$ cat src/rtl/lrdf_pkg.sv
// ----------------------------------------------------------------------------
// lrdf_pkg: shared types, constants and tables for the line ring direction finder
// Widths of the fixed fields, the ring cosine table, the CORDIC arctangent table
// and the records that pass between the front part, the queue and the back part.
// ----------------------------------------------------------------------------
package lrdf_pkg;

  localparam int SAMPLE_W        = 10;
  localparam int INDEX_W         = 4;
  localparam int ANGLE_W         = 9;
  localparam int COUNT_W         = 5;
  localparam int WEIGHT_W        = SAMPLE_W + 1;

  localparam int NUM_SENSORS_DEF = 16;
  localparam int COEF_FRAC_DEF   = 14;
  localparam int QUEUE_DEPTH     = 2;

  localparam int WEIGHT_TOP      = 1023;
  localparam int HELD_VALUE      = 10;
  localparam int SIDE_RESET      = 500;
  localparam int COUNT_MAX       = (1 << COUNT_W) - 1;

  localparam int TABLE_FRAC      = 18;
  localparam int RING_POS        = 1 << INDEX_W;
  localparam int SIN_OFFSET      = 12;

  localparam int CORDIC_STEPS    = 16;
  localparam int STEP_W          = $clog2(CORDIC_STEPS);
  localparam int PRESCALE        = 8;
  localparam int DEG_SHIFT       = 16;
  localparam int DEG_ONE         = 1 << DEG_SHIFT;
  localparam int FULL_TURN       = 360;
  localparam int QUARTER_Q16     = 90 * DEG_ONE;
  localparam int Z_W             = 26;

  // cos(k * 22.5 deg) in Q1.18
  localparam int COS_Q18 [RING_POS] = '{
    262144, 242189, 185364, 100318, 0, -100318, -185364, -242189,
    -262144, -242189, -185364, -100318, 0, 100318, 185364, 242189
  };

  // atan(2^-i) in degrees, Q16
  localparam int ATAN_DEG_Q16 [CORDIC_STEPS] = '{
    2949120, 1740967, 919879, 466945, 234379, 117304, 58666, 29335,
    14668, 7334, 3667, 1833, 917, 458, 229, 115
  };

  typedef struct packed {
    logic [COUNT_W-1:0] count;
    logic               right_line;
    logic               left_line;
    logic               back_line;
  } frame_info_t;

  typedef struct packed {
    logic full;
    logic empty;
  } fifo_stat_t;

  // Ring coefficient rounded from Q1.18 down to Q1.frac, magnitude rounded half up
  function automatic int coef_of(logic [INDEX_W-1:0] k, int frac);
    int v;
    int mag;
    int s;
    bit neg;
    v   = COS_Q18[k];
    neg = (v < 0);
    mag = neg ? -v : v;
    s   = TABLE_FRAC - frac;
    if (s > 0) begin
      mag = (mag + (1 << (s - 1))) >>> s;
    end
    return neg ? -mag : mag;
  endfunction

endpackage

$ cat src/rtl/lrdf_ifs.sv
// ----------------------------------------------------------------------------
// lrdf_ifs: sample and result channels
// Valid/ready channels; a word moves at a clock edge where both are high.
// ----------------------------------------------------------------------------
interface lrdf_sample_if;
  import lrdf_pkg::*;

  logic                valid;
  logic                ready;
  logic [SAMPLE_W-1:0] sensor_sample;
  logic [INDEX_W-1:0]  sensor_index;
  logic [SAMPLE_W-1:0] judge_level;
  logic [SAMPLE_W-1:0] right_sample;
  logic [SAMPLE_W-1:0] left_sample;
  logic [SAMPLE_W-1:0] back_sample;

  modport source (
    output valid, sensor_sample, sensor_index, judge_level,
    output right_sample, left_sample, back_sample,
    input  ready
  );

  modport sink (
    input  valid, sensor_sample, sensor_index, judge_level,
    input  right_sample, left_sample, back_sample,
    output ready
  );
endinterface

interface lrdf_result_if;
  import lrdf_pkg::*;

  logic               valid;
  logic               ready;
  logic [ANGLE_W-1:0] line_angle;
  logic               line_seen;
  logic [COUNT_W-1:0] active_count;
  logic               right_line;
  logic               left_line;
  logic               back_line;

  modport source (
    output valid, line_angle, line_seen, active_count,
    output right_line, left_line, back_line,
    input  ready
  );

  modport sink (
    input  valid, line_angle, line_seen, active_count,
    input  right_line, left_line, back_line,
    output ready
  );
endinterface

$ cat src/rtl/lrdf_front.sv
// ----------------------------------------------------------------------------
// lrdf_front: sample intake, hold logic and weighted vector accumulation
// Takes one ring sample per cycle while the queue has room, keeps the hold bits, the active count and
// the x/y sums, and pushes one frame record into the queue at the last index.
// ----------------------------------------------------------------------------
module lrdf_front #(
  parameter int NUM_SENSORS    = lrdf_pkg::NUM_SENSORS_DEF,
  parameter int COEF_FRAC_BITS = lrdf_pkg::COEF_FRAC_DEF,
  parameter int SUM_W          = COEF_FRAC_BITS + lrdf_pkg::WEIGHT_W + 1 + $clog2(NUM_SENSORS)
) (
  input  logic                           clk,
  input  logic                           rst,
  lrdf_sample_if.sink                    samples,
  input  logic                           cfg_we,
  input  logic [lrdf_pkg::SAMPLE_W-1:0]  cfg_wdata,
  input  lrdf_pkg::fifo_stat_t           stat,
  output logic                           push,
  output logic signed [SUM_W-1:0]        push_x,
  output logic signed [SUM_W-1:0]        push_y,
  output lrdf_pkg::frame_info_t          push_info
);
  import lrdf_pkg::*;

  localparam int HIDX_W = $clog2(NUM_SENSORS);
  localparam int COEF_W = COEF_FRAC_BITS + 2;
  localparam int PROD_W = COEF_W + WEIGHT_W;

  logic [NUM_SENSORS-1:0]     held_active;
  logic [NUM_SENSORS-1:0]     held_next;
  logic signed [SUM_W-1:0]    sum_x;
  logic signed [SUM_W-1:0]    sum_y;
  logic signed [SUM_W-1:0]    sum_x_next;
  logic signed [SUM_W-1:0]    sum_y_next;
  logic signed [SUM_W-1:0]    base_x;
  logic signed [SUM_W-1:0]    base_y;
  logic [COUNT_W-1:0]         count_active;
  logic [COUNT_W-1:0]         count_base;
  logic [COUNT_W-1:0]         count_next;
  logic [SAMPLE_W-1:0]        side_threshold;
  logic [SAMPLE_W-1:0]        eff_sample;
  logic [HIDX_W-1:0]          hsel;
  logic                       fire;
  logic                       in_range;
  logic                       first;
  logic                       last;
  logic                       now_raw;
  logic                       held_hit;
  logic signed [WEIGHT_W-1:0] weight;
  logic signed [COEF_W-1:0]   coef_x;
  logic signed [COEF_W-1:0]   coef_y;
  logic signed [PROD_W-1:0]   prod_x;
  logic signed [PROD_W-1:0]   prod_y;

  // stall only when the queue has no room for a frame record
  assign samples.ready = !stat.full;
  assign fire          = samples.valid && samples.ready;

  always_comb begin
    in_range   = int'(samples.sensor_index) < NUM_SENSORS;
    first      = (samples.sensor_index == '0);
    last       = (int'(samples.sensor_index) == NUM_SENSORS - 1);
    hsel       = HIDX_W'(samples.sensor_index);
    now_raw    = samples.sensor_sample < samples.judge_level;
    held_hit   = !now_raw && held_active[hsel];
    eff_sample = held_hit ? SAMPLE_W'(HELD_VALUE) : samples.sensor_sample;
    weight     = $signed(WEIGHT_W'(WEIGHT_TOP) - {1'b0, eff_sample});
    coef_x     = COEF_W'(coef_of(samples.sensor_index, COEF_FRAC_BITS));
    coef_y     = COEF_W'(coef_of(samples.sensor_index + INDEX_W'(SIN_OFFSET),
                                 COEF_FRAC_BITS));
    prod_x     = coef_x * weight;
    prod_y     = coef_y * weight;
    base_x     = first ? '0 : sum_x;
    base_y     = first ? '0 : sum_y;
    sum_x_next = base_x + SUM_W'(prod_x);
    sum_y_next = base_y + SUM_W'(prod_y);
    count_base = first ? '0 : count_active;
    count_next = count_base
               + COUNT_W'(now_raw && (count_base != COUNT_W'(COUNT_MAX)));
    held_next       = held_active;
    held_next[hsel] = now_raw || held_hit;
    // no line this frame: drop every hold
    if (last && (count_next == '0)) begin
      held_next = '0;
    end
  end

  always_ff @(posedge clk) begin
    if (rst) begin
      held_active    <= '0;
      sum_x          <= '0;
      sum_y          <= '0;
      count_active   <= '0;
      side_threshold <= SAMPLE_W'(SIDE_RESET);
    end else begin
      if (cfg_we) begin
        side_threshold <= cfg_wdata;
      end
      if (fire && in_range) begin
        held_active <= held_next;
        if (last) begin
          sum_x        <= '0;
          sum_y        <= '0;
          count_active <= '0;
        end else begin
          sum_x        <= sum_x_next;
          sum_y        <= sum_y_next;
          count_active <= count_next;
        end
      end
    end
  end

  assign push                 = fire && in_range && last;
  assign push_x               = sum_x_next;
  assign push_y               = sum_y_next;
  assign push_info.count      = count_next;
  assign push_info.right_line = samples.right_sample > side_threshold;
  assign push_info.left_line  = samples.left_sample > side_threshold;
  assign push_info.back_line  = samples.back_sample > side_threshold;

endmodule

$ cat src/rtl/lrdf_fifo.sv
// ----------------------------------------------------------------------------
// lrdf_fifo: short frame record queue
// Register based first-in first-out queue between the front and back parts.
// ----------------------------------------------------------------------------
module lrdf_fifo #(
  parameter int WIDTH = 8,
  parameter int DEPTH = lrdf_pkg::QUEUE_DEPTH
) (
  input  logic                 clk,
  input  logic                 rst,
  input  logic                 push,
  input  logic [WIDTH-1:0]     wr_data,
  input  logic                 pop,
  output logic [WIDTH-1:0]     rd_data,
  output lrdf_pkg::fifo_stat_t stat
);
  import lrdf_pkg::*;

  localparam int PTR_W = (DEPTH > 1) ? $clog2(DEPTH) : 1;
  localparam int CNT_W = $clog2(DEPTH + 1);

  logic [WIDTH-1:0] mem [DEPTH];
  logic [PTR_W-1:0] wr_ptr;
  logic [PTR_W-1:0] rd_ptr;
  logic [CNT_W-1:0] fill;

  function automatic logic [PTR_W-1:0] ptr_inc(logic [PTR_W-1:0] p);
    return (p == PTR_W'(DEPTH - 1)) ? '0 : p + PTR_W'(1);
  endfunction

  assign stat.full  = (fill == CNT_W'(DEPTH));
  assign stat.empty = (fill == '0);
  assign rd_data    = mem[rd_ptr];

  always_ff @(posedge clk) begin
    if (rst) begin
      wr_ptr <= '0;
      rd_ptr <= '0;
      fill   <= '0;
    end else begin
      if (push) begin
        wr_ptr <= ptr_inc(wr_ptr);
      end
      if (pop) begin
        rd_ptr <= ptr_inc(rd_ptr);
      end
      if (push && !pop) begin
        fill <= fill + CNT_W'(1);
      end else if (pop && !push) begin
        fill <= fill - CNT_W'(1);
      end
    end
  end

  always_ff @(posedge clk) begin
    if (push) begin
      mem[wr_ptr] <= wr_data;
    end
  end

endmodule

$ cat src/rtl/lrdf_back.sv
// ----------------------------------------------------------------------------
// lrdf_back: CORDIC angle engine and result register
// Pops a frame record, folds the vector into the first quadrant, runs one
// vectoring step per cycle and, once the result register is free, loads it on the last step.
// ----------------------------------------------------------------------------
module lrdf_back #(
  parameter int SUM_W = lrdf_pkg::COEF_FRAC_DEF + lrdf_pkg::WEIGHT_W + 1
                        + $clog2(lrdf_pkg::NUM_SENSORS_DEF)
) (
  input  logic                    clk,
  input  logic                    rst,
  input  logic signed [SUM_W-1:0] head_x,
  input  logic signed [SUM_W-1:0] head_y,
  input  lrdf_pkg::frame_info_t   head_info,
  input  lrdf_pkg::fifo_stat_t    stat,
  output logic                    pop,
  lrdf_result_if.source           results
);
  import lrdf_pkg::*;

  localparam int CW = SUM_W + PRESCALE + 2;
  localparam logic [STEP_W-1:0]    LAST_STEP = STEP_W'(CORDIC_STEPS - 1);
  localparam logic signed [Z_W-1:0] Z_MAX    = Z_W'(FULL_TURN * DEG_ONE - 1);

  typedef enum logic [1:0] {
    B_IDLE = 2'b01,
    B_ITER = 2'b10
  } back_state_t;

  back_state_t          state;
  back_state_t          state_next;
  logic [STEP_W-1:0]    step;
  logic signed [CW-1:0] qx;
  logic signed [CW-1:0] qy;
  logic signed [Z_W-1:0] z;
  frame_info_t          cur_info;

  logic signed [CW-1:0]  hx;
  logic signed [CW-1:0]  hy;
  logic signed [CW-1:0]  lx;
  logic signed [CW-1:0]  ly;
  logic signed [Z_W-1:0] lz;
  logic signed [CW-1:0]  sx;
  logic signed [CW-1:0]  sy;
  logic signed [CW-1:0]  nx;
  logic signed [CW-1:0]  ny;
  logic signed [Z_W-1:0] nz;
  logic signed [Z_W-1:0] atan_z;
  logic signed [Z_W-1:0] zc;
  logic                  out_free;
  logic                  finish;
  logic                  advance;

  // quadrant fold of the queue head; axes land exactly on 0, 90, 180, 270
  always_comb begin
    hx = CW'(head_x);
    hy = CW'(head_y);
    if ((head_info.count == '0) || ((hx == '0) && (hy == '0))) begin
      lx = '0;
      ly = '0;
      lz = '0;
    end else if ((hy >= 0) && (hx > 0)) begin
      lx = hx;
      ly = hy;
      lz = '0;
    end else if ((hx <= 0) && (hy > 0)) begin
      lx = hy;
      ly = -hx;
      lz = Z_W'(QUARTER_Q16);
    end else if ((hy <= 0) && (hx < 0)) begin
      lx = -hx;
      ly = -hy;
      lz = Z_W'(2 * QUARTER_Q16);
    end else begin
      lx = -hy;
      ly = hx;
      lz = Z_W'(3 * QUARTER_Q16);
    end
    lx = lx <<< PRESCALE;
    ly = ly <<< PRESCALE;
  end

  // one vectoring step; y at zero stays put
  always_comb begin
    sx     = qx >>> step;
    sy     = qy >>> step;
    atan_z = Z_W'(ATAN_DEG_Q16[step]);
    if (qy == '0) begin
      nx = qx;
      ny = qy;
      nz = z;
    end else if (!qy[CW-1]) begin
      nx = qx + sy;
      ny = qy - sx;
      nz = z + atan_z;
    end else begin
      nx = qx - sy;
      ny = qy + sx;
      nz = z - atan_z;
    end
    if (nz < 0) begin
      zc = '0;
    end else if (nz > Z_MAX) begin
      zc = Z_MAX;
    end else begin
      zc = nz;
    end
  end

  assign out_free = !results.valid || results.ready;

  always_comb begin
    pop        = 1'b0;
    finish     = 1'b0;
    advance    = 1'b0;
    state_next = state;
    case (state)
      B_IDLE: begin
        if (!stat.empty) begin
          pop        = 1'b1;
          state_next = B_ITER;
        end
      end
      B_ITER: begin
        if (step == LAST_STEP) begin
          if (out_free) begin
            finish = 1'b1;
            if (!stat.empty) begin
              pop = 1'b1;
            end else begin
              state_next = B_IDLE;
            end
          end
        end else begin
          advance = 1'b1;
        end
      end
      default: begin
        state_next = B_IDLE;
      end
    endcase
  end

  always_ff @(posedge clk) begin
    if (rst) begin
      state         <= B_IDLE;
      step          <= '0;
      results.valid <= 1'b0;
    end else begin
      state <= state_next;
      if (pop) begin
        step <= '0;
      end else if (advance) begin
        step <= step + STEP_W'(1);
      end
      if (finish) begin
        results.valid <= 1'b1;
      end else if (results.ready) begin
        results.valid <= 1'b0;
      end
    end
  end

  always_ff @(posedge clk) begin
    if (pop) begin
      qx       <= lx;
      qy       <= ly;
      z        <= lz;
      cur_info <= head_info;
    end else if (advance) begin
      qx <= nx;
      qy <= ny;
      z  <= nz;
    end
    if (finish) begin
      results.line_angle   <= ANGLE_W'(zc >>> DEG_SHIFT);
      results.line_seen    <= (cur_info.count != '0);
      results.active_count <= cur_info.count;
      results.right_line   <= cur_info.right_line;
      results.left_line    <= cur_info.left_line;
      results.back_line    <= cur_info.back_line;
    end
  end

endmodule

$ cat src/rtl/line_ring_direction_finder_unit.sv
// ----------------------------------------------------------------------------
// line_ring_direction_finder_unit: line direction from a ring of line sensors
// Usage: send the ring samples of one frame on 'samples', index 0 first and
// index NUM_SENSORS-1 last, one word per cycle; the side samples count only on
// the last word. Indexes at or above NUM_SENSORS are swallowed with no effect.
// Each frame yields one word on 'results': angle in degrees (0..359, truncated),
// line_seen, active_count and the three side-line flags.
// Throughput: one sample word per cycle while results are taken. The back part's
// CORDIC unit runs one vectoring step per cycle and keeps pace with the sample
// words of a frame; it works on frame n while frame n+1 streams in.
// Path: a frame record passes through the queue, is popped into the CORDIC
// registers and, after the last vectoring step, lands in the result register.
// Stall: a two-record queue sits between the front and back parts; if results
// is held off, the back part waits on its last step, the queue fills and then
// samples.ready drops at the next frame boundary, never inside a frame.
// Config: cfg_we/cfg_wdata write side_threshold (reset 500); write it only while
// the block is idle.
// Reset (rst, synchronous): clears holds, sums, count, queue and result valid.
// ----------------------------------------------------------------------------
module line_ring_direction_finder_unit #(
  parameter int NUM_SENSORS    = lrdf_pkg::NUM_SENSORS_DEF,
  parameter int COEF_FRAC_BITS = lrdf_pkg::COEF_FRAC_DEF
) (
  input  logic                          clk,
  input  logic                          rst,
  lrdf_sample_if.sink                   samples,
  lrdf_result_if.source                 results,
  input  logic                          cfg_we,
  input  logic [lrdf_pkg::SAMPLE_W-1:0] cfg_wdata
);
  import lrdf_pkg::*;

  // sum width covers NUM_SENSORS full-scale weights times a unit coefficient
  localparam int SUM_W  = COEF_FRAC_BITS + WEIGHT_W + 1 + $clog2(NUM_SENSORS);
  localparam int INFO_W = $bits(frame_info_t);
  localparam int REC_W  = 2 * SUM_W + INFO_W;

  logic                    push;
  logic                    pop;
  logic signed [SUM_W-1:0] push_x;
  logic signed [SUM_W-1:0] push_y;
  frame_info_t             push_info;
  logic [REC_W-1:0]        wr_rec;
  logic [REC_W-1:0]        rd_rec;
  logic signed [SUM_W-1:0] head_x;
  logic signed [SUM_W-1:0] head_y;
  frame_info_t             head_info;
  fifo_stat_t              stat;

  // front: classify samples, accumulate the frame vector
  lrdf_front #(
    .NUM_SENSORS   (NUM_SENSORS),
    .COEF_FRAC_BITS(COEF_FRAC_BITS),
    .SUM_W         (SUM_W)
  ) u_front (
    .clk      (clk),
    .rst      (rst),
    .samples  (samples),
    .cfg_we   (cfg_we),
    .cfg_wdata(cfg_wdata),
    .stat     (stat),
    .push     (push),
    .push_x   (push_x),
    .push_y   (push_y),
    .push_info(push_info)
  );

  // pack the frame record for the queue
  assign wr_rec = {push_x, push_y, push_info};
  assign head_x    = rd_rec[REC_W-1 -: SUM_W];
  assign head_y    = rd_rec[INFO_W +: SUM_W];
  assign head_info = rd_rec[INFO_W-1:0];

  lrdf_fifo #(
    .WIDTH(REC_W),
    .DEPTH(QUEUE_DEPTH)
  ) u_fifo (
    .clk    (clk),
    .rst    (rst),
    .push   (push),
    .wr_data(wr_rec),
    .pop    (pop),
    .rd_data(rd_rec),
    .stat   (stat)
  );

  // back: angle by CORDIC, hold result until taken
  lrdf_back #(
    .SUM_W(SUM_W)
  ) u_back (
    .clk      (clk),
    .rst      (rst),
    .head_x   (head_x),
    .head_y   (head_y),
    .head_info(head_info),
    .stat     (stat),
    .pop      (pop),
    .results  (results)
  );

endmodule

$ cat src/flat_wrapper.sv
// flat-port wrapper written by rule: the top's interface ports become plain ports
module line_ring_direction_finder_unit_flat import lrdf_pkg::*;
#(
  parameter int NUM_SENSORS    = lrdf_pkg::NUM_SENSORS_DEF,
  parameter int COEF_FRAC_BITS = lrdf_pkg::COEF_FRAC_DEF
)
  (clk, rst, cfg_we, cfg_wdata, samples_valid, samples_sensor_sample, samples_sensor_index, samples_judge_level, samples_right_sample, samples_left_sample, samples_back_sample, samples_ready, results_valid, results_line_angle, results_line_seen, results_active_count, results_right_line, results_left_line, results_back_line, results_ready);
  lrdf_sample_if samples_i ();
  lrdf_result_if results_i ();
  input  logic clk;
  input  logic rst;
  input  logic cfg_we;
  input  logic [lrdf_pkg::SAMPLE_W-1:0] cfg_wdata;
  input wire logic [$bits(samples_i.valid)-1:0] samples_valid;
  input wire logic [$bits(samples_i.sensor_sample)-1:0] samples_sensor_sample;
  input wire logic [$bits(samples_i.sensor_index)-1:0] samples_sensor_index;
  input wire logic [$bits(samples_i.judge_level)-1:0] samples_judge_level;
  input wire logic [$bits(samples_i.right_sample)-1:0] samples_right_sample;
  input wire logic [$bits(samples_i.left_sample)-1:0] samples_left_sample;
  input wire logic [$bits(samples_i.back_sample)-1:0] samples_back_sample;
  output wire logic [$bits(samples_i.ready)-1:0] samples_ready;
  output wire logic [$bits(results_i.valid)-1:0] results_valid;
  output wire logic [$bits(results_i.line_angle)-1:0] results_line_angle;
  output wire logic [$bits(results_i.line_seen)-1:0] results_line_seen;
  output wire logic [$bits(results_i.active_count)-1:0] results_active_count;
  output wire logic [$bits(results_i.right_line)-1:0] results_right_line;
  output wire logic [$bits(results_i.left_line)-1:0] results_left_line;
  output wire logic [$bits(results_i.back_line)-1:0] results_back_line;
  input wire logic [$bits(results_i.ready)-1:0] results_ready;
  assign samples_i.valid = samples_valid;
  assign samples_i.sensor_sample = samples_sensor_sample;
  assign samples_i.sensor_index = samples_sensor_index;
  assign samples_i.judge_level = samples_judge_level;
  assign samples_i.right_sample = samples_right_sample;
  assign samples_i.left_sample = samples_left_sample;
  assign samples_i.back_sample = samples_back_sample;
  assign samples_ready = samples_i.ready;
  assign results_valid = results_i.valid;
  assign results_line_angle = results_i.line_angle;
  assign results_line_seen = results_i.line_seen;
  assign results_active_count = results_i.active_count;
  assign results_right_line = results_i.right_line;
  assign results_left_line = results_i.left_line;
  assign results_back_line = results_i.back_line;
  assign results_i.ready = results_ready;
  line_ring_direction_finder_unit #(.NUM_SENSORS(NUM_SENSORS), .COEF_FRAC_BITS(COEF_FRAC_BITS)) u_core (.clk(clk), .rst(rst), .samples(samples_i), .results(results_i), .cfg_we(cfg_we), .cfg_wdata(cfg_wdata));
endmodule
$ cat config.mk
export PLATFORM = sky130hd
export DESIGN_NAME = line_ring_direction_finder_unit_flat
export DESIGN_NICKNAME = d
export VERILOG_FILES = /design/src/rtl/lrdf_pkg.sv /design/src/rtl/lrdf_ifs.sv /design/src/rtl/lrdf_front.sv /design/src/rtl/lrdf_fifo.sv /design/src/rtl/lrdf_back.sv /design/src/rtl/line_ring_direction_finder_unit.sv /design/src/flat_wrapper.sv
export SDC_FILE = /design/constraint.sdc
export NUM_CORES = 2
export LEC_CHECK = 0
export BUFFER_PORTS_ARGS = -buffer_cell sky130_fd_sc_hd__buf_2
export CAP_MARGIN = 10
export CORE_MARGIN = 10
export CORE_UTILIZATION = 66
export CTS_CLUSTER_DIAMETER = 50
export DETAILED_ROUTE_END_ITERATION = 10
export PLACE_DENSITY = 0.91
export SYNTH_ARGS = -nofsm -noshare
export SYNTH_HDL_FRONTEND = slang
export SYNTH_SLANG_ARGS = --single-unit
$ cat constraint.sdc
create_clock -name clk -period 19.1 [get_ports clk]
set_clock_uncertainty 0.05 [all_clocks]
set_input_delay 2.865 -clock clk [delete_from_list [all_inputs] [get_ports clk]]
set_output_delay 2.865 -clock clk [all_outputs]
set_load 0.02 [all_outputs]
# Word level (Yosys, flattened, before mapping)

Memory sizes are Yosys's and may differ from the RTL's. A register that Yosys moved wholly into a read port is not among the register bits.
Index checks and enable logic that the tools add are counted.

Add/sub/neg operators: 24
Multiply operators: 2
$lt $le $gt $ge: 19
Equal/unequal tests: 11
Shifts and indexed selects: 2
Muxes and demuxes: 72
Bitwise operators: 4
Reduce and logical (&&, ||, !) cells: 36

Operators with widths:

| operator              | count |
|---|---|
| $mux 32               | 12 |
| $mux 40               | 8 |
| $mux 26               | 7 |
| $logic_not 40->1      | 3 |
| $mux 30               | 4 |
| $mux 25               | 4 |
| $add 40x40->40        | 2 |
| $sshr 40x4->40        | 2 |
| $sub 40x40->40        | 2 |
| $lt 32x1->1 const B   | 2 |
| $neg 30->32           | 2 |
| $add 30x27->30        | 2 |
| $gt 30x1->1 const B   | 2 |
| $le 30x1->1 const B   | 2 |
| $mul 16x11->27        | 2 |
| $mux 16               | 3 |
| $add 20x5->20 const B | 2 |
| $mux 20               | 2 |
| $neg 20->20           | 2 |
| $neg 16->16           | 2 |
| $ge 30x1->1 const B   | 1 |
| $gt 10x10->1          | 3 |
| $lt 30x1->1 const B   | 1 |
| $add 26x26->26        | 1 |
| 43 further kinds      | 97 |

Flip-flop bits (word level): 234
Bits in writable memories: 136
ROM bits: 1,536
Bits of input ports: 69
Memories kept: 4

Memory list:

| memory            | words | width | rd ports | clocked after Yosys merged registers in | write ports | RTL line        | text |
|---|---|---|---|---|---|---|---|
| (no name shown)   | 16    | 32    | 1        | 0                                       | 0           | lrdf_pkg.sv:66  | `v = COS_Q18[k];` |
| (no name shown)   | 16    | 32    | 1        | 0                                       | 0           | lrdf_pkg.sv:66  |  |
| (no name shown)   | 16    | 32    | 1        | 0                                       | 0           | lrdf_back.sv:87 | `atan_z = Z_W'(ATAN_DEG_Q16[step]);` |
| u_core.u_fifo.mem | 2     | 68    | 1        | 1                                       | 1           | lrdf_fifo.sv:22 | `logic [WIDTH-1:0] mem [DEPTH];` |

# Depth between registers and ports, before layout

Depth in word-level cells: 13
Depth in mapped cells: 35
Gate-level depth less buffers: 33

# Modules after synthesis

Synthesis repeated with hierarchy kept, for this count alone.

Cell total of the unflattened synthesis: 5,243
Area total of the unflattened synthesis: 46,573.4 µm²

Modules (own cells, without submodules):

| module     | times used | cells each | area each (µm²) |
|---|---|---|---|
| lrdf_back  | 1          | 2,677      | 21,177.8 |
| lrdf_front | 1          | 2,332      | 20,193.1 |
| lrdf_fifo  | 1          | 234        | 5,202.5 |

# Worst setup path after synthesis

No wires, ideal clock.

Path type: input -> register
From: input samples_sensor_index[0]
To: register u_core.u_front.sum_x[29]
Library setup time: 128 ps
Data arrival time: 10,691 ps
Data required time: 18,922 ps
Slack: 8,231 ps
Stages: 25
Buffers on the path: 3
Cell sequence: clkbuf_1 -> mux4_2 -> mux4_2 -> nand3_1 -> clkbuf_1 -> clkbuf_1 -> nand2b_1 -> nor2_1 -> fa_1 -> fa_1 -> fa_1 -> inv_1 -> fa_1 -> inv_1 -> ha_1 -> a21o_1 -> a21o_1 -> a221oi_1 -> a2bb2oi_1 -> o31ai_1 -> or4_1 -> a311o_1 -> xnor2_1 -> a22oi_1 -> nor2_1

Word-level cells in the longest chain between the ends: 12

RTL lines:

| what                                              | RTL line                              | text |
|---|---|---|
| start: declaration                                | flat_wrapper.sv:16                    | `input wire logic [$bits(samples_i.sensor_index)-1:0] samples_sensor_index;` |
| $not 4->5 (implied by the code)                   | lrdf_pkg.sv:66                        |  |
| $mem_v2 16x32                                     | -                                     |  |
| $mux 32 (implied by the code) (2 in series)       | lrdf_pkg.sv:66                        |  |
| $lt 32x1->1 / $neg 20->20 (equally long branches) | lrdf_pkg.sv:67, lrdf_pkg.sv:68        |  |
| $mux 20                                           | lrdf_pkg.sv:68                        | `mag = neg ? -v : v;` |
| $add 20x5->20                                     | lrdf_pkg.sv:71                        | `mag = (mag + (1 << (s - 1))) >>> s;` |
| $neg 16->16                                       | lrdf_pkg.sv:73                        | `return neg ? -mag : mag;` |
| $mux 16                                           | lrdf_pkg.sv:73                        |  |
| $mul 16x11->27                                    | lrdf_front.sv:70                      | `prod_x = coef_x * weight;` |
| $add 30x27->30 (*)                                | lrdf_front.sv:74                      | `sum_x_next = base_x + SUM_W'(prod_x);` |
| named net u_core.push_x[29]                       | line_ring_direction_finder_unit.sv:40 | `logic signed [SUM_W-1:0] push_x;` |
| $mux 30 (*)                                       | lrdf_front.sv:100                     | `if (last) begin` |
| end signal: assignment                            | lrdf_front.sv:105                     | `sum_x <= sum_x_next;` |
| end: declaration                                  | lrdf_front.sv:30                      | `logic signed [SUM_W-1:0] sum_x;` |

The timed path passes the listed nets; every way through them passes the cells marked *. The select of a mux whose other input is x is not followed.
A chain may end at the register's enable or synchronous reset.

# Worst setup path in the final report

From: input samples_sensor_index[2]
To: register u_core.u_front.sum_y[29]

Word-level cells in the longest chain between the ends: 13

RTL lines:

| what                                              | RTL line                              | text |
|---|---|---|
| $add 4x4->4                                       | lrdf_front.sv:68                      | `coef_y = COEF_W'(coef_of(samples.sensor_index + INDEX_W'(SIN_OFFSET),` |
| $not 4->5 (implied by the code)                   | lrdf_pkg.sv:66                        |  |
| $mem_v2 16x32                                     | -                                     |  |
| $mux 32 (implied by the code) (2 in series)       | lrdf_pkg.sv:66                        |  |
| $lt 32x1->1 / $neg 20->20 (equally long branches) | lrdf_pkg.sv:67, lrdf_pkg.sv:68        |  |
| $mux 20                                           | lrdf_pkg.sv:68                        |  |
| $add 20x5->20                                     | lrdf_pkg.sv:71                        |  |
| $neg 16->16                                       | lrdf_pkg.sv:73                        |  |
| $mux 16                                           | lrdf_pkg.sv:73                        |  |
| $mul 16x11->27                                    | lrdf_front.sv:71                      | `prod_y = coef_y * weight;` |
| $add 30x27->30 (*)                                | lrdf_front.sv:75                      | `sum_y_next = base_y + SUM_W'(prod_y);` |
| named net u_core.push_y[29]                       | line_ring_direction_finder_unit.sv:41 | `logic signed [SUM_W-1:0] push_y;` |
| $mux 30 (*)                                       | lrdf_front.sv:100                     |  |
| end signal: assignment                            | lrdf_front.sv:106                     | `sum_y <= sum_y_next;` |
| end: declaration                                  | lrdf_front.sv:31                      | `logic signed [SUM_W-1:0] sum_y;` |

Marks and branches as above.

==> impl_metrics.yaml <==
setup_path:
  path_class: "in2reg"
  slowest_stage: "o221ai_1"
  cpMostUsedCell: "fa_1"
  end_kind: "register"
  crit_start: "samples_sensor_index[2]"
  rr_startpoint: "u_core.u_front.held_active[11]"
  path_buf_inv: 5
  slowest_delay_ns: 0.78
  worstPathArrival_ns: 11.68
  cp-start-kind: "input pin"
  crit_family: "adder cells"
  crit_required_ns: 19.59
  cp_max_fo: 36
routing:
  vias: 40463
  wl_per_cell_um: 22.6
  drc: 0
  first_pass_iters: 9
  ant_nets: 0
  drt_iter0_drc: 5153
  drt-total-wl_mm: 136
  vias_per_cell: 6.72
clock_tree:
  cts_buffers: 47
  htree_levels: 2
  cts_tree: "yes"
  cts.repair.resized: 0
  clock-sinks: 371
  root_buffer: "clkbuf_16"
  clk_path_buf_depth: 3
  clk-insertion-delay-late_ns: 0.62
  cts_setup_buffers: 0
  holdBufCountCts: 0
  clkTransAtPathRegs_ns: 0.06
sta:
  setup_viol: 0
  worst_hold_slack_ns: 0.376
  fin_setup_tns_ns: 0
  slew_violations: 0
  timing.final.crit_share_pct: 58.6
  worst_pin_slew_ns: 1.38
  hold_violations: 0
  rsz0062_at_grt: "no"
  fmax_ghz: 0.0894
  maxSlewHeadroom_pct: 7.96
  finalCriticalPeriod_ns: 11.19
die:
  die_h_um: 284
  core_area_sq_um: 68700
  num_rows: 96
  die-area_sq_um: 80400
  initial_core_util_pct: 66.7
  die_w_um: 284
  io_pins: 89
layout:
  fillers: 4980
  finish.utilization_pct: 70.3
  drive_above_1_share_pct: 8.67
  synthToLayoutAreaGrowth_pct: 5.26
  fin_nets: 5794
  diodes: 0
synthesis:
  muxShareOfSynthArea_pct: 8.73
  async_flop_share_pct: 0
  synth_top_family_by_area: "adder cells"
  synth_nets: 5871
  ys_seq_area_share_pct: 21.7
  synth_top_area_share_pct: 16.5
  synthXorXnorAreaFrac_pct: 6.31
  synth.ff_latch_count: 371
  yosysWarnings: 0
  synth-adder-area-share_pct: 24.2
  synth-compound-area-share_pct: 16.7
  syn_area_per_cell_sq_um: 8.95
  synthCells: 5125
  synthTopCellsByArea: "edfxtp_1 17%, fa_1 15%, ha_1 8.8%"
  synth_edf_count: 252
  synthSimpleGateAreaFrac_pct: 15.0
  yosys.area.top_type: "edfxtp_1"
  synth_area_sq_um: 45900
  synth_ff_type: "edfxtp_1"
  yosysUniqueCellTypes: 109
global_routing:
  grt_pass1_wl_mm: 215
  grt_pass1_vias: 40142
  grt_max_degree: 80
  antenna_found_initial: 2
  overflow: 0
  grt_usage_pct: 32.8
placed_design:
  hpwl_mm: 102
  portBuffers: 88
  gp_congestion: 1.01
worst_hold_path:
  hp-start: "u_core.u_back.cur_info[2]"
  hold_path_class: "reg2reg"
flow_run:
  cap_violations: 0
run_status:
  status: "finished clean"
## kinds of logic after synthesis
| logic type | Yosys count |
|---|---|
| compound gates | 1190 |
| xor+xnor | 329 |
| fa+ha+maj | 677 |
| buf+inv | 829 |
| flops | 371 |
| mux | 275 |
| simple gates | 1454 |
## metal layers
metal / track usage [%] / wire length, um
met4: 17.1 / 7920
met1: 40.8 / 49700
met5: 0 / 30
met2: 53.7 / 63300
met3: 6.32 / 15200
## layout by cell type, fill, tap and decap left out, types with 60 or more instances in the layout
cell      Yosys  final
inv_1       562    561
nand2_1     509    507
nor2_1      399    394
fa_1        353    353
a21oi_1     344    340
ha_1        324    324
edfxtp_1    252    252
o21ai_0     223    220
xnor2_1     200    200
xor2_1      128    128
mux2i_1     126    126
dfxtp_1     119    114
mux4_2       93     93
buf_2        39     88
and2_1       85     85
a21o_1       85     85
a22oi_1      82     82
nor3_1       82     80
nor2b_1      68     68
o22ai_1      66     66
nand3_1      60     60
## registers in the layout, indices dropped and copies added, names as in the netlist, 2 cells and up, named ones only
register / flops
u_core.u_back.cur_info: 8
u_core.u_back.qx: 40
u_core.u_back.qy: 40
u_core.u_back.results.active_count: 5
u_core.u_back.results.line_angle: 9
u_core.u_back.state: 2
u_core.u_back.step: 4
u_core.u_back.z: 26
u_core.u_fifo.fill: 2
u_core.u_fifo.mem: 136
u_core.u_front.count_active: 5
u_core.u_front.held_active: 16
u_core.u_front.side_threshold: 10
u_core.u_front.sum_x: 30
u_core.u_front.sum_y: 30
## synthesized netlist by cell type (all sizes together) (82+ instances only)
library cell,n
nor2,399
o21ai,233
mux4,94
clkbuf,157
buf,105
and2,87
a22oi,82
a21oi,346
inv,564
ha,324
nor3,85
xnor2,200
nand2,510
a21o,85
dfxtp,119
xor2,128
edfxtp,252
fa,353
mux2i,126
## per-stage QoR
step           setup WS, ns  std cells  instance area, sq um
6_report               7.91       6018                 48300
5_1_grt                7.29       6018                 48300
3_3_place_gp           7.63       5929                 46700
2_1_floorplan          8.23       5125                 45900
3_5_place_dp           7.44       5929                 46700
4_1_cts                8.04       6017                 48300
## cell type report
| type | count | area, sq um | area share [%] |
|---|---|---|---|
| Sequential cell | 371 | 9970 | 20.7 |
| Tap cell | 931 | 1160 | 2.41 |
| Timing Repair Buffer | 136 | 808 | 1.67 |
| Multi-Input combinational cell | 3925 | 32600 | 67.6 |
| Clock buffer | 54 | 1230 | 2.55 |
| Clock inverter | 34 | 347 | 0.718 |
| Inverter | 567 | 2130 | 4.41 |
## final timing paths
kind                                           end  slack (ns)  cells past startpoint
setup / recovery          u_core.u_front.sum_y[29]        7.91                     29
hold / removal    u_core.u_back.results.right_line        0.38                      0
setup reg to reg          u_core.u_front.sum_x[29]       10.23                     23
hold reg to reg   u_core.u_back.results.right_line        0.38                      0
Power is left out: the tool's default activity adds up to more than one toggle a clock period on the data nets, which glitch-free logic cannot reach.
